`config.mk`:
```
export PLATFORM = sky130hd
export DESIGN_NAME = jpeg_soi_eoi_frame_capture
export DESIGN_NICKNAME = d
export VERILOG_FILES = /design/src/sv/jsc_pkg.sv /design/src/sv/jsc_front.sv /design/src/sv/jsc_fifo.sv /design/src/sv/jsc_back.sv /design/src/sv/jpeg_soi_eoi_frame_capture.sv
export SDC_FILE = /design/constraint.sdc
export NUM_CORES = 1
export LEC_CHECK = 0
export BUFFER_PORTS_ARGS = -buffer_cell sky130_fd_sc_hd__clkbuf_2
export CORE_MARGIN = 2
export CORE_UTILIZATION = 54
export DETAILED_ROUTE_END_ITERATION = 8
export PLACE_DENSITY = 0.73
export SLEW_MARGIN = 20
export SYNTH_ARGS = -nofsm -noshare
export SYNTH_HDL_FRONTEND = slang
export SYNTH_SLANG_ARGS = --single-unit
```
`constraint.sdc`:
```
create_clock -name clk -period 4.2 [get_ports clk]
set_input_delay 0 -clock clk [delete_from_list [all_inputs] [get_ports clk]]
set_output_delay 0 -clock clk [all_outputs]
set_load 0.02 [all_outputs]
```
`src/sv/jsc_pkg.sv`:
```
package jsc_pkg;

  localparam int ADDR_BITS  = 16;
  localparam int FIFO_DEPTH = 4;
  localparam int FIFO_AW    = $clog2(FIFO_DEPTH);

  localparam logic [15:0] ADDR_MASK = 16'((64'd1 << ADDR_BITS) - 64'd1);

  localparam logic [7:0] BYTE_FF  = 8'hFF;
  localparam logic [7:0] BYTE_SOI = 8'hD8;
  localparam logic [7:0] BYTE_EOI = 8'hD9;

  localparam logic CFG_BUFFER_SIZE    = 1'b0;
  localparam logic CFG_BUFFER_PRESENT = 1'b1;

  typedef enum logic [2:0] {
    EV_NONE        = 3'd0,
    EV_COMPLETE    = 3'd1,
    EV_DROP_NOBUF  = 3'd2,
    EV_DROP_OVER   = 3'd3,
    EV_END_IDLE    = 3'd4,
    EV_OVERFLOW    = 3'd5
  } event_t;

  typedef enum logic [1:0] {
    RX_IDLE    = 2'd0,
    RX_STARTED = 2'd1,
    RX_OVER    = 2'd2
  } rx_state_t;

  // at most one queue entry per byte; pre marks the extra FF write to address 0
  typedef struct packed {
    logic        pre;
    logic        we;
    logic [15:0] addr;
    logic [7:0]  data;
    event_t      ev;
    logic [16:0] len;
  } cmd_t;

endpackage

```
`src/sv/jsc_front.sv`:
```
module jsc_front import jsc_pkg::*; (
  input  logic        clk,
  input  logic        rst_n,
  input  logic        cfg_we,
  input  logic        cfg_index,
  input  logic [15:0] cfg_wdata,
  input  logic        accept,
  input  logic [7:0]  data_byte,
  output logic        push,
  output cmd_t        cmd
);

  rx_state_t   st_r, st_nxt;
  logic [7:0]  prev_r, prev_nxt;
  logic [15:0] idx_r, idx_nxt;
  logic        br_r, br_nxt;
  logic [15:0] size_r;
  logic        present_r;

  always_ff @(posedge clk) begin
    if (!rst_n) begin
      size_r    <= 16'hFFFF;
      present_r <= 1'b1;
    end else if (cfg_we) begin
      if (cfg_index == CFG_BUFFER_SIZE) begin
        size_r <= cfg_wdata;
      end else begin
        present_r <= cfg_wdata[0];
      end
    end
  end

  always_ff @(posedge clk) begin
    if (!rst_n) begin
      st_r   <= RX_IDLE;
      prev_r <= '0;
      idx_r  <= '0;
      br_r   <= 1'b0;
    end else if (accept) begin
      st_r   <= st_nxt;
      prev_r <= prev_nxt;
      idx_r  <= idx_nxt;
      br_r   <= br_nxt;
    end
  end

  always_comb begin
    logic   eoi, soi, open_wr, pend;
    logic [7:0] pdata;
    logic [15:0] paddr;
    event_t pev;
    eoi     = (data_byte == BYTE_EOI) && (prev_r == BYTE_FF);
    soi     = (data_byte == BYTE_SOI) && (prev_r == BYTE_FF);
    open_wr = (st_r == RX_STARTED) && br_r;
    st_nxt   = st_r;
    prev_nxt = data_byte;
    idx_nxt  = idx_r;
    br_nxt   = br_r;
    pend     = 1'b0;
    paddr    = '0;
    pdata    = '0;
    pev      = EV_NONE;
    cmd      = '0;
    push     = 1'b0;
    if (eoi) begin
      unique case (st_r)
        RX_STARTED: begin
          pev    = br_r ? EV_COMPLETE : EV_DROP_NOBUF;
          st_nxt = RX_IDLE;
        end
        RX_OVER: pev = EV_DROP_OVER;
        default: pev = EV_END_IDLE;
      endcase
      cmd.we   = open_wr;
      cmd.addr = open_wr ? (idx_r & ADDR_MASK) : 16'd0;
      cmd.data = open_wr ? data_byte : 8'd0;
      cmd.ev   = pev;
      cmd.len  = (pev == EV_COMPLETE) ? ({1'b0, idx_r} + 17'd1) : 17'd0;
      push     = 1'b1;
      idx_nxt  = '0;
      prev_nxt = '0;
    end else begin
      if (soi) begin
        if (st_r == RX_IDLE || (st_r == RX_OVER && !br_r)) begin
          br_nxt = present_r;
        end
        st_nxt = RX_STARTED;
        if (br_nxt) begin
          cmd.pre = 1'b1;
          pend    = 1'b1;
          paddr   = 16'd1;
          pdata   = BYTE_SOI;
          idx_nxt = 16'd1;
        end
      end else if (open_wr) begin
        pend  = 1'b1;
        paddr = idx_r;
        pdata = data_byte;
      end
      // overflow check runs on the index left by this byte
      if (st_nxt == RX_STARTED) begin
        if (idx_nxt < size_r) begin
          idx_nxt = idx_nxt + 16'd1;
        end else begin
          st_nxt = RX_OVER;
          pev    = EV_OVERFLOW;
        end
      end
      cmd.we   = pend;
      cmd.addr = paddr & ADDR_MASK;
      cmd.data = pdata;
      cmd.ev   = pev;
      cmd.len  = '0;
      push     = pend || (pev != EV_NONE);
    end
    push = push && accept;
  end

endmodule

```
`src/sv/jsc_fifo.sv`:
```
module jsc_fifo import jsc_pkg::*; (
  input  logic clk,
  input  logic rst_n,
  input  logic push,
  input  cmd_t push_cmd,
  input  logic pop,
  output logic full,
  output logic not_empty,
  output cmd_t head
);

  cmd_t                mem_r [FIFO_DEPTH];
  logic [FIFO_AW-1:0]  wr_r, rd_r;
  logic [FIFO_AW:0]    cnt_r;

  always_ff @(posedge clk) begin
    if (push) begin
      mem_r[wr_r] <= push_cmd;
    end
  end

  always_ff @(posedge clk) begin
    if (!rst_n) begin
      wr_r  <= '0;
      rd_r  <= '0;
      cnt_r <= '0;
    end else begin
      if (push) begin
        wr_r <= wr_r + 1'b1;
      end
      if (pop) begin
        rd_r <= rd_r + 1'b1;
      end
      cnt_r <= cnt_r + (FIFO_AW+1)'(push) - (FIFO_AW+1)'(pop);
    end
  end

  assign full      = (cnt_r == (FIFO_AW+1)'(FIFO_DEPTH));
  assign not_empty = (cnt_r != '0);
  assign head      = mem_r[rd_r];

endmodule

```
`src/sv/jsc_back.sv`:
```
module jsc_back import jsc_pkg::*; (
  input  logic        clk,
  input  logic        rst_n,
  input  logic        not_empty,
  input  cmd_t        head,
  output logic        pop,
  output logic        out_valid,
  input  logic        out_ready,
  output logic        out_write_enable,
  output logic [15:0] out_write_address,
  output logic [7:0]  out_write_data,
  output logic [2:0]  out_event_code,
  output logic [16:0] out_frame_length,
  output logic        out_last_result
);

  logic        valid_r;
  logic        pre_done_r;
  logic        load;
  logic        emit_pre;
  logic        we_r, last_r;
  logic [15:0] addr_r;
  logic [7:0]  data_r;
  event_t      ev_r;
  logic [16:0] len_r;

  assign load     = not_empty && (!valid_r || out_ready);
  assign emit_pre = head.pre && !pre_done_r;
  assign pop      = load && !emit_pre;

  always_ff @(posedge clk) begin
    if (!rst_n) begin
      valid_r    <= 1'b0;
      pre_done_r <= 1'b0;
    end else begin
      if (load) begin
        valid_r    <= 1'b1;
        pre_done_r <= emit_pre;
      end else if (out_ready) begin
        valid_r <= 1'b0;
      end
    end
  end

  // start marker: FF to address 0 goes out ahead of the queued write
  always_ff @(posedge clk) begin
    if (load) begin
      if (emit_pre) begin
        we_r   <= 1'b1;
        addr_r <= '0;
        data_r <= BYTE_FF;
        ev_r   <= EV_NONE;
        len_r  <= '0;
        last_r <= 1'b0;
      end else begin
        we_r   <= head.we;
        addr_r <= head.addr;
        data_r <= head.data;
        ev_r   <= head.ev;
        len_r  <= head.len;
        last_r <= 1'b1;
      end
    end
  end

  assign out_valid         = valid_r;
  assign out_write_enable  = we_r;
  assign out_write_address = addr_r;
  assign out_write_data    = data_r;
  assign out_event_code    = ev_r;
  assign out_frame_length  = len_r;
  assign out_last_result   = last_r;

endmodule

```
`src/sv/jpeg_soi_eoi_frame_capture.sv`:
```
// path: a byte's results are written into the command queue and then registered
// in the output stage before they are presented
// throughput: one byte per cycle; a start marker needs an extra output result, the
// 4-entry command queue soaks these up and input stalls only when it is full
// reset: synchronous active low; receive state idle, index and previous byte
// cleared, buffer_size 65535, buffer_present 1, queue and output emptied
module jpeg_soi_eoi_frame_capture import jsc_pkg::*; (
  input  logic        clk,
  input  logic        rst_n,
  input  logic        cfg_we,
  input  logic        cfg_index,
  input  logic [15:0] cfg_wdata,
  input  logic        in_valid,
  output logic        in_ready,
  input  logic [7:0]  in_data_byte,
  output logic        out_valid,
  input  logic        out_ready,
  output logic        out_write_enable,
  output logic [15:0] out_write_address,
  output logic [7:0]  out_write_data,
  output logic [2:0]  out_event_code,
  output logic [16:0] out_frame_length,
  output logic        out_last_result
);

  logic accept, push, pop, full, not_empty;
  cmd_t cmd, head;

  assign in_ready = !full;
  assign accept   = in_valid && in_ready;

  jsc_front u_front (
    .clk       (clk),
    .rst_n     (rst_n),
    .cfg_we    (cfg_we),
    .cfg_index (cfg_index),
    .cfg_wdata (cfg_wdata),
    .accept    (accept),
    .data_byte (in_data_byte),
    .push      (push),
    .cmd       (cmd)
  );

  jsc_fifo u_fifo (
    .clk       (clk),
    .rst_n     (rst_n),
    .push      (push),
    .push_cmd  (cmd),
    .pop       (pop),
    .full      (full),
    .not_empty (not_empty),
    .head      (head)
  );

  jsc_back u_back (
    .clk               (clk),
    .rst_n             (rst_n),
    .not_empty         (not_empty),
    .head              (head),
    .pop               (pop),
    .out_valid         (out_valid),
    .out_ready         (out_ready),
    .out_write_enable  (out_write_enable),
    .out_write_address (out_write_address),
    .out_write_data    (out_write_data),
    .out_event_code    (out_event_code),
    .out_frame_length  (out_frame_length),
    .out_last_result   (out_last_result)
  );

endmodule
```
# After elaboration in Yosys (flattened, before gate mapping)
# Memories as Yosys holds them, arrays and structs flattened. A register that Yosys moved wholly into a read port is not among the register bits.
# Index checks and enable logic that the tools add are counted.
[totals]
latch_bits = 0
wordCells = 105
register_bits = 99
romBits = 0
n_memories = 1
ramBits = 184
[classes]
n_mul = 0
shifts = 0
n_lt_le_gt_ge = 1
muxes = 44
n_reduce_logical = 25
n_eq_ne = 9
bitwise = 2
div = 0
n_addsub = 6
[memory_table]
columns = ["memory", "depth", "word_bits", "rd", "rd_ports_with_merged_regs", "write_ports", "line_no", "source"]
rows = [
  ["u_fifo.mem_r", 4, 46, 1, 1, 1, "jsc_fifo.sv:12", "cmd_t mem_r [FIFO_DEPTH];"],
]
[ops]
columns = ["operator", "n"]
rows = [
  ["16-bit 2-to-1 mux", 8],
  ["45-bit 2-to-1 mux", 1],
  ["8-bit 2-to-1 mux", 4],
  ["8-bit == test, second input constant", 3],
  ["2-bit 2-to-1 mux", 9],
  ["16-bit by 1-bit adder with 17-bit output, second input constant", 1],
  ["17-bit 2-to-1 mux", 1],
  ["16-bit by 1-bit adder with 16-bit output, second input constant", 1],
  ["16-bit < comparator", 1],
  ["1-bit 2-to-1 mux", 16],
  ["3-bit 2-to-1 mux", 4],
  ["1-bit logical AND", 9],
  ["3-bit one-hot mux with 2 select lines", 1],
  ["2-bit AND reduction", 3],
  ["3-bit nonzero test", 2],
  ["1-bit logical NOT", 5],
  ["2-bit by 1-bit adder with 2-bit output, second input constant", 2],
  ["2-bit by 1-bit == test with 1-bit output, second input constant", 2],
  ["3-bit by 1-bit adder with 3-bit output", 1],
  ["3-bit by 1-bit == test with 1-bit output, second input constant", 1],
  ["3-bit == test, second input constant", 1],
  ["1-bit logical OR", 3],
  ["3-bit AND reduction", 1],
  ["3-bit by 1-bit subtractor with 3-bit output", 1],
  ["other kinds (5)", 6],
]

# Depth between registers and ports, before layout
[logic_depth]
ltp_word = 19
mapped_depth = 20
mapped_depth_nobuf = 20

# Modules after synthesis
# Synthesis repeated with hierarchy kept, for this count alone.
[unflattened]
hier_cells = 826
area_unflattened_um2 = 12284.3
[by_module_without_submodules]
columns = ["mod", "cells_per_inst", "area_per_inst_um2", "seq_area_each_um2", "instances"]
rows = [
  ["jsc_fifo", 283, 7144.4, 5705.5, 1],
  ["jsc_front", 433, 3310.7, 880.8, 1],
  ["jsc_back", 108, 1819.2, 1421.4, 1],
  ["jpeg_soi_eoi_frame_capture", 2, 10.0, 0.0, 1],
]

# Worst setup path before layout
# OpenSTA, ideal clock, no wires.
[synth_timing]
path_type = "register to register"
start = "register u_front.prev_r[7]"
end = "memory u_fifo.mem_r[1][0] (netlist bit) (enable)"
path_stages_with_launch = 13
synth_period_minus_slack_ns = 4.515
path_slack_ns = -0.315
arrival_time_ns = 4.107
cell_sequence = "dfxtp_1 > nand4_1 > nor4_4 > nand2_1 > clkbuf_1 > and2_1 > ha_1 > nand2_1 > nor4_1 > nand2_1 > or3_1 > a41oi_2 > and2_1"
[synth_via]
elab_chain_len = 14
[synth_lines]
columns = ["item", "line_no", "source"]
rows = [
  ["start, declared", "jsc_front.sv:14", "logic [7:0] prev_r, prev_nxt;"],
  ["start signal, assigned", "jsc_front.sv:41", "prev_r <= prev_nxt;"],
  ["8-bit == test *", "jsc_front.sv:52, jsc_front.sv:53", ""],
  ["1-bit logical AND", "jsc_front.sv:53", "soi = (data_byte == BYTE_SOI) && (prev_r == BYTE_FF);"],
  ["16-bit 2-to-1 mux", "jsc_front.sv:83", "if (soi) begin"],
  ["16-bit 2-to-1 mux", "jsc_front.sv:65", "if (eoi) begin"],
  ["16-bit < comparator", "jsc_front.sv:102", "if (idx_nxt < size_r) begin"],
  ["3-bit 2-to-1 mux", "jsc_front.sv:102", ""],
  ["3-bit 2-to-1 mux", "jsc_front.sv:101", "if (st_nxt == RX_STARTED) begin"],
  ["3-bit 2-to-1 mux", "jsc_front.sv:65", ""],
  ["3-bit nonzero test", "jsc_front.sv:114", "push = pend || (pev != EV_NONE);"],
  ["1-bit logical OR", "jsc_front.sv:114", ""],
  ["1-bit 2-to-1 mux *", "jsc_front.sv:65", ""],
  ["1-bit logical AND *", "jsc_front.sv:116", "push = push && accept;"],
  ["1-bit 2-to-1 mux *", "jsc_fifo.sv:17", "if (push) begin"],
  ["1-bit 2-to-1 mux (implied by the code) *", "jsc_fifo.sv:18", "mem_r[wr_r] <= push_cmd;"],
  ["end, declared", "jsc_fifo.sv:12", ""],
]
# Mark *: on every way between the ends. The rest lies on a longest branch, timed or not. The select of a mux whose other input is x is not followed.

# Final worst setup path
[layout_timing]
start = "register u_front.st_r[0]"
end = "register u_fifo.cnt_r[2]"
[layout_via]
elab_chain_len = 19
[layout_lines]
columns = ["item", "line_no", "source"]
rows = [
  ["start, declared", "jsc_front.sv:13", "rx_state_t st_r, st_nxt;"],
  ["start signal, assigned", "jsc_front.sv:40", "st_r <= st_nxt;"],
  ["2-bit == test", "jsc_front.sv:84", "if (st_r == RX_IDLE || (st_r == RX_OVER && !br_r)) begin"],
  ["1-bit logical AND", "jsc_front.sv:84", ""],
  ["1-bit logical OR", "jsc_front.sv:84", ""],
  ["1-bit 2-to-1 mux", "jsc_front.sv:84", ""],
  ["1-bit 2-to-1 mux", "jsc_front.sv:83", ""],
  ["1-bit 2-to-1 mux", "jsc_front.sv:65", ""],
  ["16-bit 2-to-1 mux", "jsc_front.sv:88", "if (br_nxt) begin"],
  ["16-bit 2-to-1 mux", "jsc_front.sv:83", ""],
  ["[3 not listed]", "--", ""],
  ["3-bit 2-to-1 mux", "jsc_front.sv:101", ""],
  ["3-bit 2-to-1 mux", "jsc_front.sv:65", ""],
  ["3-bit nonzero test", "jsc_front.sv:114", ""],
  ["1-bit logical OR *", "jsc_front.sv:114", ""],
  ["1-bit 2-to-1 mux *", "jsc_front.sv:65", ""],
  ["1-bit logical AND *", "jsc_front.sv:116", ""],
  ["3-bit by 1-bit adder with 3-bit output *", "jsc_fifo.sv:34", "cnt_r <= cnt_r + (FIFO_AW+1)'(push) - (FIFO_AW+1)'(pop);"],
  ["3-bit by 1-bit subtractor with 3-bit output *", "jsc_fifo.sv:34", ""],
  ["end signal, assigned", "jsc_fifo.sv:34", ""],
  ["end, declared", "jsc_fifo.sv:14", "logic [FIFO_AW:0] cnt_r;"],
]
# Marked as above.
# A chain may end at the register's enable or synchronous reset.

==> metrics <==
status finished clean; clk sink count between 200 and 300; DRT Pass-1 Iters 5; Syn-to-layout area delta 17.82%; drt drc 0; Starting Density 54.98%; maximum clock insertion buffer count 3; endpoint of the worst hold path u_front.prev_r[5]; share of the synthesized area in the top cell type between 50% and 60%; RR Endpoint u_fifo.cnt_r[2]; HP Class in -> reg; commonest non-fill, non-tap cell in the layout edfxtp_1; Syn Area/Cell 14.65 um^2; non-filler cells, final around 1200; Switch Pwr ~2.0 mW; max-cap violations 0; prevailing post-synth register cell edfxtp_1; number of synthesized register bits 285; Top Ports 78; syn_nets slightly below 900; CTS tree yes; Crit Path Max Fanout 10; FF-to-FF path depth 19; Seq/Total Area, Yosys 66.74%; largest net degree at the start of global routing around 50; synth top area cells edfxtp_1, dfxtp_1, mux4_2, ha_1, and2_1; Site Rows 54; pre-CTS WS 0.07097 ns; initial antenna violation count 0; Worst-path clk slew 0.06 ns; Pwr per Cell Area 514.4 mW/mm^2; Least-Margin Pin Slew 0.9426 ns; ys async rst share 0%; PnR worst setup slack 0.1611 ns; Hold Slack ~0.054 ns; highest clock rate 0.2476 GHz; GRT Util Overall 19.40%; most frequent cells in the layout edfxtp_1, clkbuf_2, nand2_1; sw frac 27.31%; die width 153.1 um; Fin. Hold Viols 0; placer congestion estimate 0.8615; Tmin final roughly 4.0 ns; Cell Area, Synth 0.01200 mm^2; Die H roughly 150 um; Post-synth EDFFs 230; Detail Route Antenna Nets 0; Die ar. 0.02343 mm^2; CTS H-tree depth 1; Largest stage delay, worst path 0.38 ns; CP most frequent cell ha_1; setup violators final 0; Synth area leader edfxtp_1; 1st-iter DRT viols 478; gr ovfl total 0; Synth Instances 819; Root Buffer clkbuf_16; Nets between 1000 and 1500; ANT cells 0; Crit-path slowest cell dfxtp_1; via count of the routed design 6941; Leak between 4 and 5 nW; DP Area 0.01287 mm^2; worst r2r src u_front.st_r[0]; Max VDD drop 0.3259 mV; CP arrival 4.47 ns; clock group share of total power 32.2%; Placed Cells 1160; combinational group share of total power 19.2%; post-synth cell types 50; startpoint types flip-flop; internal power 5.286 mW; hold path depth 5; layout cells sized above 1 24.72%; cell chain of the critical path inv_1 -> ha_1 -> o21ai_2 -> nand2_2 -> buf_6 -> and2_1 -> ha_1 -> nand4_1 -> o221ai_2 -> a221oi_2 -> or2_2 -> a41oi_2 -> inv_1 -> ha_1 -> inv_1 -> ha_1 -> fa_1 -> xnor2_1 -> and2_1; Port Buffer Count 77; register-to-register setup slack 0.16 ns; power share of the sequential group 48.6%; vias in the first global route 6880; Slew Limit Fails 0; dpl hpwl between 10 and 15 mm; Slew HR 37.16%; WL final 22.66 mm; first-pass GRT wire length 36.30 mm; via-per-instance ratio 5.566; final core occ 64.77%; Setup Crit Path Kind reg -> reg; Critical Path RT 4.63 ns; CTS buffer count 28; fin crit share 96.16%; Clock Skew between 0.01 and 0.015 ns; Core Area between 0.02 and 0.025 mm^2; crit path capture type flip-flop; Final Cell Area 0.01414 mm^2; worst skew pair latency 0.54 ns; hold_sp in_valid; drt wl/cell 18.17 um; Syn. warnings 0
cells in the mapped netlist (8+ instances only):
cell type and count:
a21oi_1 16, nand2_1 73, or4_1 10, inv_1 37, or2_2 10, nor2b_1 43, o211ai_1 31, clkbuf_1 31
nand3_1 20, dfxtp_1 55, xnor2_1 8, and2_1 47, nor2_1 32, xor2_1 10, o21ai_0 14, mux4_2 46
edfxtp_1 230, ha_1 26
timing repair:
action,4_1_cts,5_1_grt
hold buffers,28,1
hold endpoints to repair,58,14
setup endpoints to repair,0,105
gates resized for setup,0,14
buffers inserted,0,6
area by class of cell:
cell class,count,area (um^2)
Timing Repair Buffer,140,1010
Tap cell,280,350.3
Clock inverter,14,97.59
Clock buffer,37,775.7
Multi-Input combinational cell,454,3747
Fill cell,1534,7687
Sequential cell,285,8013
Inverter,37,142.6
worst max-delay path by stage:
stage / slack (ns) / from / end
after floorplan: 0.008 / u_front.prev_r[7] / u_fifo.cnt_r[2]
after global placement: 0.13 / u_front.st_r[0] / u_fifo.cnt_r[2]
after global routing: -0.07 / u_front.st_r[0] / u_fifo.cnt_r[2]
after detailed placement: 0.07 / u_front.st_r[0] / u_fifo.cnt_r[2]
after CTS: 0.06 / u_front.st_r[0] / u_fifo.cnt_r[2]
final: 0.16 / u_front.st_r[0] / u_fifo.cnt_r[2]
registers in the layout (all words and copies together), names as in the netlist, 2 cells and up, named ones only:
register	flops
u_front.size_r	16
u_back.out_write_data	8
u_back.out_frame_length	17
u_fifo.mem_r	184
u_front.idx_r	16
u_fifo.cnt_r	3
u_front.st_r	2
u_fifo.rd_r	2
u_back.out_event_code	3
u_fifo.wr_r	2
u_back.out_write_address	16
u_front.prev_r	8
per-stage QoR:
stage                     power, mW  TNS [ns]
after floorplan               4.853         0
after global placement        5.299         0
after detailed placement      5.333         0
after CTS                     7.681         0
after global routing          7.589  -0.07490
final                         7.271         0
critical path, delay by kind of cell, from the launching register on:
kind	cells	cell delay, ns
xor gates and xnor gates	1	0.13
DFF	1	0.38
and+or+nand+nor	5	0.87
adders and majority gates	5	1.38
buffers and inverters	4	0.40
AOI/OAI and AO/OA	4	0.76
power groups by stage:
stage	combinational [mW]	clock, mW	sequential [mW]
after global placement	1.70	0	3.60
final	1.40	2.34	3.53
after CTS	1.75	2.38	3.54
after floorplan	0.942	0	3.91
after global routing	1.53	2.49	3.57
after detailed placement	1.73	0	3.60
layer usage:
metal  wire (um)  GRT usage (%)  vias to the layer above
met2       11100          32.80                      194
met1       10050          26.99                     3393
met4         414          4.630                        0
met3        1083          2.722                       37
met5           0              0                        -
li1            -              -                     3317
cell families after synthesis:
kind of cell / Yosys count / synth area share, %
buf+inv: 81 / 2.670
mux: 50 / 8.969
xor+xnor: 18 / 1.314
flops: 285 / 66.74
fa+ha+maj: 27 / 2.878
simple gates: 275 / 12.52
compound gates: 83 / 4.901
Note: power is estimated with default switching activity, not from simulation.
